`src/rms_pkg.sv`:
```
// Shared types, widths and codes for the running mean / deviation block.
// Used by rms_iter_unit and running_mean_stdev; depends on nothing else.
package rms_pkg;

    localparam int SAMPLE_BITS = 32;
    localparam int COUNT_BITS  = 32;

    // wide numerator / square width and the shared subtractor width
    localparam int WIDE_BITS = 2 * SAMPLE_BITS;
    localparam int SUB_BITS  = (COUNT_BITS + 1 > SAMPLE_BITS + 2) ?
                               COUNT_BITS + 1 : SAMPLE_BITS + 2;
    localparam int ITER_BITS = $clog2(WIDE_BITS + 1);

    localparam logic [COUNT_BITS-1:0] COUNT_MAX = '1;

    localparam logic [1:0] ACT_IDLE      = 2'd0;
    localparam logic [1:0] ACT_CLEAR     = 2'd1;
    localparam logic [1:0] ACT_ACCUM     = 2'd2;
    localparam logic [1:0] ACT_CLEAR_ACC = 2'd3;

    typedef struct packed {
        logic signed [SAMPLE_BITS-1:0] sample;
        logic [1:0]                    action;
    } t_in_word;

    typedef struct packed {
        logic signed [SAMPLE_BITS-1:0] mean;
        logic [SAMPLE_BITS-1:0]        std_dev;
        logic [COUNT_BITS-1:0]         samples_seen;
    } t_out_word;

    typedef enum logic [0:0] {
        OP_DIV  = 1'b0,
        OP_SQRT = 1'b1
    } t_iter_op;

    typedef struct packed {
        logic                 start;
        t_iter_op             op;
        logic [ITER_BITS-1:0] iters;
    } t_iter_req;

    typedef struct packed {
        logic                   done;
        logic [WIDE_BITS-1:0]   quot;
        logic [SAMPLE_BITS-1:0] root;
    } t_iter_rsp;

    typedef enum logic [3:0] {
        S_IDLE,
        S_MEAN_GO,
        S_MEAN_WAIT,
        S_MUL_S2,
        S_S2_GO,
        S_S2_WAIT,
        S_MUL_D2,
        S_D2_GO,
        S_D2_WAIT,
        S_SQ_GO,
        S_SQ_WAIT,
        S_DONE
    } t_state;

endpackage

```
`src/rms_iter_unit.sv`:
```
// Shared restoring divide / square-root unit, one quotient or root bit per cycle.
// Depends on rms_pkg for widths and the request / response structs.
module rms_iter_unit (
    input  logic                                  i_clk,
    input  logic                                  i_rst_n,
    input  rms_pkg::t_iter_req                    i_req,
    input  logic [rms_pkg::WIDE_BITS-1:0]         i_num,
    input  logic [rms_pkg::COUNT_BITS-1:0]        i_den,
    output rms_pkg::t_iter_rsp                    o_rsp
);
    import rms_pkg::*;

    logic                   r_busy;
    logic                   r_done;
    t_iter_op               r_op;
    logic [ITER_BITS-1:0]   r_left;
    logic [WIDE_BITS-1:0]   r_work;
    logic [SUB_BITS-1:0]    r_rem;
    logic [SAMPLE_BITS-1:0] r_root;
    logic [COUNT_BITS-1:0]  r_den;

    logic [SUB_BITS-1:0]    shifted;
    logic [SUB_BITS-1:0]    trial;
    logic [SUB_BITS:0]      diff;
    logic                   ge;

    // one compare / subtract serves both operations
    always_comb begin
        if (r_op == OP_SQRT) begin
            shifted = {r_rem[SUB_BITS-3:0], r_work[WIDE_BITS-1 -: 2]};
            trial   = SUB_BITS'({r_root, 2'b01});
        end else begin
            shifted = {r_rem[SUB_BITS-2:0], r_work[WIDE_BITS-1]};
            trial   = SUB_BITS'(r_den);
        end
        diff = {1'b0, shifted} - {1'b0, trial};
        ge   = ~diff[SUB_BITS];
    end

    always_ff @(posedge i_clk) begin
        if (!i_rst_n) begin
            r_busy <= 1'b0;
            r_done <= 1'b0;
        end else begin
            r_done <= r_busy && (r_left == ITER_BITS'(1));
            if (i_req.start) begin
                r_busy <= 1'b1;
            end else if (r_busy && (r_left == ITER_BITS'(1))) begin
                r_busy <= 1'b0;
            end
        end
    end

    always_ff @(posedge i_clk) begin
        if (i_req.start) begin
            r_op   <= i_req.op;
            r_left <= i_req.iters;
            r_work <= i_num;
            r_rem  <= '0;
            r_root <= '0;
            r_den  <= i_den;
        end else if (r_busy) begin
            r_left <= r_left - 1'b1;
            r_rem  <= ge ? diff[SUB_BITS-1:0] : shifted;
            if (r_op == OP_SQRT) begin
                r_work <= {r_work[WIDE_BITS-3:0], 2'b00};
                r_root <= {r_root[SAMPLE_BITS-2:0], ge};
            end else begin
                r_work <= {r_work[WIDE_BITS-2:0], ge};
            end
        end
    end

    assign o_rsp.done = r_done;
    assign o_rsp.quot = r_work;
    assign o_rsp.root = r_root;

endmodule

```
`src/running_mean_stdev.sv`:
```
// Running mean and sample standard deviation (Welford), signed Q16.16 samples.
// Depends on rms_pkg and rms_iter_unit.
//
// Input channel: i_valid / o_stall carry one word (sample, action) per item.
// Output channel: o_valid / i_stall carry one word (mean, std_dev, samples_seen)
// per item. Every input word yields exactly one output word, in order.
// Actions: idle reports the state, clear zeroes it, accumulate adds the sample,
// clear-then-accumulate does both.
// Sequence: idle and clear go from accept straight to S_DONE, which loads the output
// register once it is free. Accumulate runs one SAMPLE_BITS-step divide for the
// mean, two 2*SAMPLE_BITS-step divides for the variance terms and a SAMPLE_BITS-step
// square root on the one shared divide / root unit, plus a shared 32x32 multiplier
// for the two squares. The first sample after a clear skips the variance; a variance
// too large for the root skips the square root and saturates the deviation.
// o_stall is high while an item is in work; one item is handled at a time.
// The output register holds a finished word while i_stall is high; the block
// still accepts the next item meanwhile and waits at its end only if the
// previous word has not been taken yet.
// Reset (synchronous, active low) zeroes mean, deviation and count and empties
// the output register.
module running_mean_stdev (
    input  logic               i_clk,
    input  logic               i_rst_n,
    input  logic               i_valid,
    output logic               o_stall,
    input  rms_pkg::t_in_word  i_data,
    output logic               o_valid,
    input  logic               i_stall,
    output rms_pkg::t_out_word o_data
);
    import rms_pkg::*;

    t_state                 r_state, n_state;
    logic [SAMPLE_BITS-1:0] r_mean, n_mean;
    logic [SAMPLE_BITS-1:0] r_dev, n_dev;
    logic [COUNT_BITS-1:0]  r_count, n_count;
    logic [SAMPLE_BITS-1:0] r_mag, n_mag;
    logic                   r_neg, n_neg;
    logic [WIDE_BITS-1:0]   r_prod, n_prod;
    logic [WIDE_BITS:0]     r_var, n_var;
    logic                   r_out_valid, n_out_valid;
    t_out_word              r_out, n_out;

    logic                   act_clr;
    logic                   act_acc;
    logic [SAMPLE_BITS-1:0] base_mean;
    logic [COUNT_BITS-1:0]  base_count;
    logic [COUNT_BITS-1:0]  inc_count;
    logic                   x_lt_m;
    logic [SAMPLE_BITS-1:0] x_mag;
    logic [SAMPLE_BITS-1:0] mul_a;
    logic [WIDE_BITS-1:0]   mul_res;
    logic                   out_free;
    logic                   count_le1;

    t_iter_req              it_req;
    logic [WIDE_BITS-1:0]   it_num;
    logic [COUNT_BITS-1:0]  it_den;
    t_iter_rsp              it_rsp;

    rms_iter_unit u_iter (
        .i_clk   (i_clk),
        .i_rst_n (i_rst_n),
        .i_req   (it_req),
        .i_num   (it_num),
        .i_den   (it_den),
        .o_rsp   (it_rsp)
    );

    always_comb begin
        case (i_data.action)
            ACT_IDLE:      begin act_clr = 1'b0; act_acc = 1'b0; end
            ACT_CLEAR:     begin act_clr = 1'b1; act_acc = 1'b0; end
            ACT_ACCUM:     begin act_clr = 1'b0; act_acc = 1'b1; end
            ACT_CLEAR_ACC: begin act_clr = 1'b1; act_acc = 1'b1; end
            default:       begin act_clr = 1'b0; act_acc = 1'b0; end
        endcase
    end

    // state seen by the new sample, after an optional clear
    assign base_mean  = act_clr ? '0 : r_mean;
    assign base_count = act_clr ? '0 : r_count;
    assign inc_count  = (base_count == COUNT_MAX) ? base_count : base_count + 1'b1;
    assign x_lt_m     = $signed(i_data.sample) < $signed(base_mean);
    assign x_mag      = x_lt_m ? base_mean - SAMPLE_BITS'(i_data.sample)
                               : SAMPLE_BITS'(i_data.sample) - base_mean;

    assign mul_a     = (r_state == S_MUL_S2) ? r_dev : r_mag;
    assign mul_res   = WIDE_BITS'(mul_a) * WIDE_BITS'(mul_a);
    assign out_free  = !r_out_valid || !i_stall;
    assign count_le1 = (r_count[COUNT_BITS-1:1] == '0);

    // next state
    always_comb begin
        n_state = r_state;
        case (r_state)
            S_IDLE:      if (i_valid) n_state = act_acc ? S_MEAN_GO : S_DONE;
            S_MEAN_GO:   n_state = S_MEAN_WAIT;
            S_MEAN_WAIT: if (it_rsp.done) n_state = count_le1 ? S_DONE : S_MUL_S2;
            S_MUL_S2:    n_state = S_S2_GO;
            S_S2_GO:     n_state = S_S2_WAIT;
            S_S2_WAIT:   if (it_rsp.done) n_state = S_MUL_D2;
            S_MUL_D2:    n_state = S_D2_GO;
            S_D2_GO:     n_state = S_D2_WAIT;
            S_D2_WAIT:   if (it_rsp.done) n_state = S_SQ_GO;
            S_SQ_GO:     n_state = r_var[WIDE_BITS] ? S_DONE : S_SQ_WAIT;
            S_SQ_WAIT:   if (it_rsp.done) n_state = S_DONE;
            S_DONE:      if (out_free) n_state = S_IDLE;
            default:     n_state = S_IDLE;
        endcase
    end

    // datapath and unit control
    always_comb begin
        n_mean      = r_mean;
        n_dev       = r_dev;
        n_count     = r_count;
        n_mag       = r_mag;
        n_neg       = r_neg;
        n_prod      = r_prod;
        n_var       = r_var;
        n_out       = r_out;
        n_out_valid = r_out_valid && i_stall;
        it_req      = '0;
        it_num      = '0;
        it_den      = '0;
        case (r_state)
            S_IDLE: begin
                if (i_valid) begin
                    n_mean  = base_mean;
                    n_count = act_acc ? inc_count : base_count;
                    n_dev   = act_clr ? '0 : r_dev;
                    n_mag   = x_mag;
                    n_neg   = x_lt_m;
                end
            end
            S_MEAN_GO: begin
                it_req.start = 1'b1;
                it_req.op    = OP_DIV;
                it_req.iters = ITER_BITS'(SAMPLE_BITS);
                it_num       = {r_mag, {SAMPLE_BITS{1'b0}}};
                it_den       = r_count;
            end
            S_MEAN_WAIT: begin
                if (it_rsp.done) begin
                    n_mean = r_neg ? r_mean - it_rsp.quot[SAMPLE_BITS-1:0]
                                   : r_mean + it_rsp.quot[SAMPLE_BITS-1:0];
                    if (count_le1) n_dev = '0;
                end
            end
            S_MUL_S2, S_MUL_D2: begin
                n_prod = mul_res;
            end
            S_S2_GO: begin
                it_req.start = 1'b1;
                it_req.op    = OP_DIV;
                it_req.iters = ITER_BITS'(WIDE_BITS);
                it_num       = r_prod;
                it_den       = r_count - 1'b1;
            end
            S_S2_WAIT: begin
                if (it_rsp.done) n_var = {1'b0, r_prod - it_rsp.quot};
            end
            S_D2_GO: begin
                it_req.start = 1'b1;
                it_req.op    = OP_DIV;
                it_req.iters = ITER_BITS'(WIDE_BITS);
                it_num       = r_prod;
                it_den       = r_count;
            end
            S_D2_WAIT: begin
                if (it_rsp.done) n_var = r_var + {1'b0, it_rsp.quot};
            end
            S_SQ_GO: begin
                // a variance of 2^(2*SAMPLE_BITS) or more has a root past the range
                if (r_var[WIDE_BITS]) begin
                    n_dev = '1;
                end else begin
                    it_req.start = 1'b1;
                    it_req.op    = OP_SQRT;
                    it_req.iters = ITER_BITS'(SAMPLE_BITS);
                    it_num       = r_var[WIDE_BITS-1:0];
                end
            end
            S_SQ_WAIT: begin
                if (it_rsp.done) n_dev = it_rsp.root;
            end
            S_DONE: begin
                if (out_free) begin
                    n_out_valid        = 1'b1;
                    n_out.mean         = r_mean;
                    n_out.std_dev      = r_dev;
                    n_out.samples_seen = r_count;
                end
            end
            default: ;
        endcase
    end

    always_ff @(posedge i_clk) begin
        if (!i_rst_n) begin
            r_state     <= S_IDLE;
            r_out_valid <= 1'b0;
            r_mean      <= '0;
            r_dev       <= '0;
            r_count     <= '0;
        end else begin
            r_state     <= n_state;
            r_out_valid <= n_out_valid;
            r_mean      <= n_mean;
            r_dev       <= n_dev;
            r_count     <= n_count;
        end
    end

    always_ff @(posedge i_clk) begin
        r_mag  <= n_mag;
        r_neg  <= n_neg;
        r_prod <= n_prod;
        r_var  <= n_var;
        r_out  <= n_out;
    end

    assign o_stall = (r_state != S_IDLE);
    assign o_valid = r_out_valid;
    assign o_data  = r_out;

    a_dev_zero_small_count: assert property (@(posedge i_clk) disable iff (!i_rst_n)
        (r_state == S_IDLE && count_le1) |-> (r_dev == '0))
        else $error("deviation nonzero with fewer than two samples");

    a_accum_counts: assert property (@(posedge i_clk) disable iff (!i_rst_n)
        (i_valid && !o_stall && act_acc) |=> (r_count != '0))
        else $error("accumulate left the count at zero");

    a_done_in_wait: assert property (@(posedge i_clk) disable iff (!i_rst_n)
        it_rsp.done |-> (r_state == S_MEAN_WAIT || r_state == S_S2_WAIT ||
                         r_state == S_D2_WAIT || r_state == S_SQ_WAIT))
        else $error("shared unit finished outside a wait state");

    a_result_loaded: assert property (@(posedge i_clk) disable iff (!i_rst_n)
        (r_state == S_DONE && out_free) |=> (o_valid && r_state == S_IDLE))
        else $error("finished word not loaded into the output register");

endmodule
```
`config.mk`:
```
export PLATFORM = sky130hd
export DESIGN_NAME = running_mean_stdev
export DESIGN_NICKNAME = d
export VERILOG_FILES = /design/src/rms_pkg.sv /design/src/rms_iter_unit.sv /design/src/running_mean_stdev.sv
export SDC_FILE = /design/constraint.sdc
export NUM_CORES = 2
export LEC_CHECK = 0
export BUFFER_PORTS_ARGS = -buffer_cell sky130_fd_sc_hd__buf_2
export CELL_PAD_IN_SITES_DETAIL_PLACEMENT = 1
export CELL_PAD_IN_SITES_GLOBAL_PLACEMENT = 2
export CORE_ASPECT_RATIO = 1.2
export CORE_MARGIN = 2
export CORE_UTILIZATION = 28
export CTS_BUF_LIST = sky130_fd_sc_hd__clkbuf_8
export CTS_CLUSTER_DIAMETER = 120
export DETAILED_ROUTE_END_ITERATION = 8
export PLACE_DENSITY = 0.7
export SYNTH_ARGS = -nofsm -noshare
export SYNTH_HDL_FRONTEND = slang
export SYNTH_HIERARCHICAL = 1
export SYNTH_SLANG_ARGS = --single-unit
```
`constraint.sdc`:
```
create_clock -name i_clk -period 11.2 [get_ports i_clk]
set_input_delay 1.68 -clock i_clk [delete_from_list [all_inputs] [get_ports i_clk]]
set_output_delay 1.68 -clock i_clk [all_outputs]
set_load 0.01 [all_outputs]
```
==> summary.txt <==
DRT antenna net count: 0
Resized cells post-CTS: 0
Total Routing Usage GR: 21.0%
largest net degree at the start of global routing: 191
Async SR Flop Fraction: 0%
synth top area cells: fa_1 (24%), edfxtp_1 (16%), ha_1 (10%), inv_1 (6.9%), dfxtp_1 (5.0%)
post-synthesis cell type count: 100
Clock Skews: 68.5 ps
RSZ-0062 raised after global routing: no
critical path type: reg2reg
CTS Hold Bufs: 0
Crit path arrival time: 11170 ps
Syn Area/Cell: 8.93 um^2
routability congestion estimate: 0.889
final WL: 260000 um
Tcrit/Tclk final: 94.7%
share of layout cells above drive strength 1: 7.43%
Root Driver: clkbuf_8
worst r2r src: r_state[3]$_SDFFE_PN0P_
# IOs: 136
commonest non-fill, non-tap cell in the layout: inv_1
Final HPWL DP: 209000 um
final instance area: 73600 um^2
drt pass-1 iters: 6
startpoint of the worst hold path: u_iter/r_root[31]$_SDFFE_PP0P_
cell repeated most along the worst path: fa_1
full die area: 243000 um^2
initial core utilization: 28.2%
initial antenna violation count: 12
max-cap violations: 0
met3 wire len: 9410 um
commonest non-fill, non-tap cells in the layout: inv_1 (1255), fa_1 (797), nand2_1 (740)
Final Max Tran Viols: 0
DIE WIDTH: 451 um
clk sinks: 529
Placement Rows: 196
Req. time, crit path: 11770 ps
max incr delay on CP: 610 ps
Buffers on Ports: 135
vias post-DR: 54700
first-pass GRT wire length: 387000 um
non-filler cells, final: 10700
yosys warns: 6
Hold Path Class: reg2reg
hold slack final: 475 ps
Placed Cells: 10600
Worst-Margin Slew: 1290 ps
CTS buffer count: 93
GR Overflow Total: 0
# DRC: 0
vias in the first global route: 59200
status: completed
Metal-1 WL: 108000 um
CTS Buffer Depth: 3
capturing point of the worst reg2reg path: r_prod[57]$_DFFE_PP_
met2 wire len: 131000 um
mapped cell area: 67000 um^2
achievable clock frequency: 94.3 MHz
Placed Area: 71400 um^2
crit-path max FO: 36
R2R depth: 29
Area Overhead vs Synth: 9.84%
Critical Path End: r_prod[57]$_DFFE_PP_
ys flop type: edfxtp_1
CP max-delay cell: nor2_1
Clock Pin Slew Worst Setup and Hold Paths: 70 ps
# setup viols final: 0
relative slew slack: 14.0%
per-cell routed wire length: 24.2 um
Final min period: 10600 ps
TNS Setup: 0 ps
Iteration-0 DRC Markers: 3407
number of hold violations in the final report: 0
final net count: 8876
setup slack, reg-to-reg: 600 ps
crit path from: r_state[3]$_SDFFE_PN0P_
clk_lat worst skew: 830 ps
vias per cell: 5.09
Seq/Total Area, Yosys: 21.2%
endpoint class of the critical path: flop
crit path launch type: flop
CTS tree: built
Highest Signal Layer: met5
EDFF count, synth: 361
share of the synthesized area in the top cell type: 23.8%
Gate Count Post-Synth: 7501
core box area: 238000 um^2
Die H: 540 um
number of synthesized register bits: 529
# H-tree levels: 3
area leader, netlist: fa_1
post-CTS repair timing setup buffer count: 0
through the flow:
| step | util [%] | worst slack [ps] |
|---|---|---|
| after global routing | 30.9 | 123 |
| final | 30.9 | 598 |
| after detailed placement | 30.0 | 634 |
| after global placement | 30.0 | 761 |
| after CTS | 30.9 | 583 |
| after floorplan | - | 1990 |
sequential cells by signal, summed over array words and instances (netlist names):
| register | flops |
|---|---|
| o_data | 96 |
| r_var | 65 |
| u_iter/r_work | 64 |
| r_prod | 63 |
| u_iter/r_rem | 33 |
| r_count | 32 |
| r_dev | 32 |
| r_mag | 32 |
| r_mean | 32 |
| u_iter/r_den | 32 |
| u_iter/r_root | 32 |
| u_iter/r_left | 7 |
| r_state | 4 |
| o_valid | 1 |
| r_neg | 1 |
| u_iter/r_busy | 1 |
| u_iter/r_done | 1 |
| u_iter/r_op | 1 |
per-layer routing:
layer,track usage [%],vias up
met3,1.88,367
met4,8.40,6
met1,25.6,28200
li1,-,24900
met2,37.9,1213
met5,0,-
logic make-up after synthesis:
logic type / after synthesis / synth area share [%]
xor gates and xnor gates: 360 / 4.70
DFF: 529 / 21.2
AOI/OAI and AO/OA: 1571 / 15.3
muxes: 206 / 3.18
buffers and inverters: 1607 / 9.12
other: 1 / 0.00560
adders and majority gates: 1345 / 34.0
and+or+nand+nor: 1882 / 12.5
cells in the mapped netlist (12+ instances only):
cell type	n
inv_1	1235
fa_1	797
nand2_1	740
nor2_1	606
ha_1	548
a21oi_1	471
edfxtp_1	361
o21ai_0	331
clkbuf_1	313
xnor2_1	239
a21o_1	176
dfxtp_1	168
mux2i_1	151
xor2_1	121
nand3_1	95
nand4_1	78
nor3_1	76
o21bai_1	69
nand2b_1	60
a31oi_1	58
mux2_2	54
o21a_1	52
and3_1	51
a211oi_1	46
a22o_1	37
nor2b_1	35
a222oi_1	32
and2_1	32
o31ai_1	29
a211oi_2	28
buf_1	28
o211ai_1	28
or3_1	20
a22oi_1	19
a21boi_0	17
or2_2	17
and4_1	15
o31a_1	14
a41oi_1	13
a311oi_1	12
a31o_2	12
nor4_1	12
or4_1	12
layout make-up:
| class | count | area, um^2 |
|---|---|---|
| antenna | 3 | 7.51 |
| multi-input combinational | 5369 | 46900 |
| fill | 27800 | 164000 |
| clock inverter | 76 | 832 |
| tap | 3168 | 3960 |
| sequential | 529 | 14200 |
| inverter | 1245 | 4680 |
| timing repair buffer | 255 | 1630 |
| clock buffer | 99 | 1360 |
worst max-delay path, delay by kind of cell, from the launching register on:
kind	cells	cell delay [ps]
AOI/OAI and AO/OA	7	1770
adders and majority gates	9	4420
buffers and inverters	6	1310
DFF	1	480
xor gates and xnor gates	1	150
and+or+nand+nor	5	1670
muxes	1	500
worst min-delay path by stage:
stage                                     endpoint  cells after the start
finish              u_iter/r_root[31]$_SDFFE_PP0P_                      2
global route        u_iter/r_root[31]$_SDFFE_PP0P_                      2
CTS                 u_iter/r_root[31]$_SDFFE_PP0P_                      2
detailed placement  u_iter/r_root[31]$_SDFFE_PP0P_                      2
global placement     u_iter/r_rem[32]$_SDFFE_PP0P_                      2
floorplan                     o_data[15]$_DFFE_PP_                      0
Power is not shown: default switching activity piles up to over one toggle a cycle in this logic, so the estimate is an artifact.
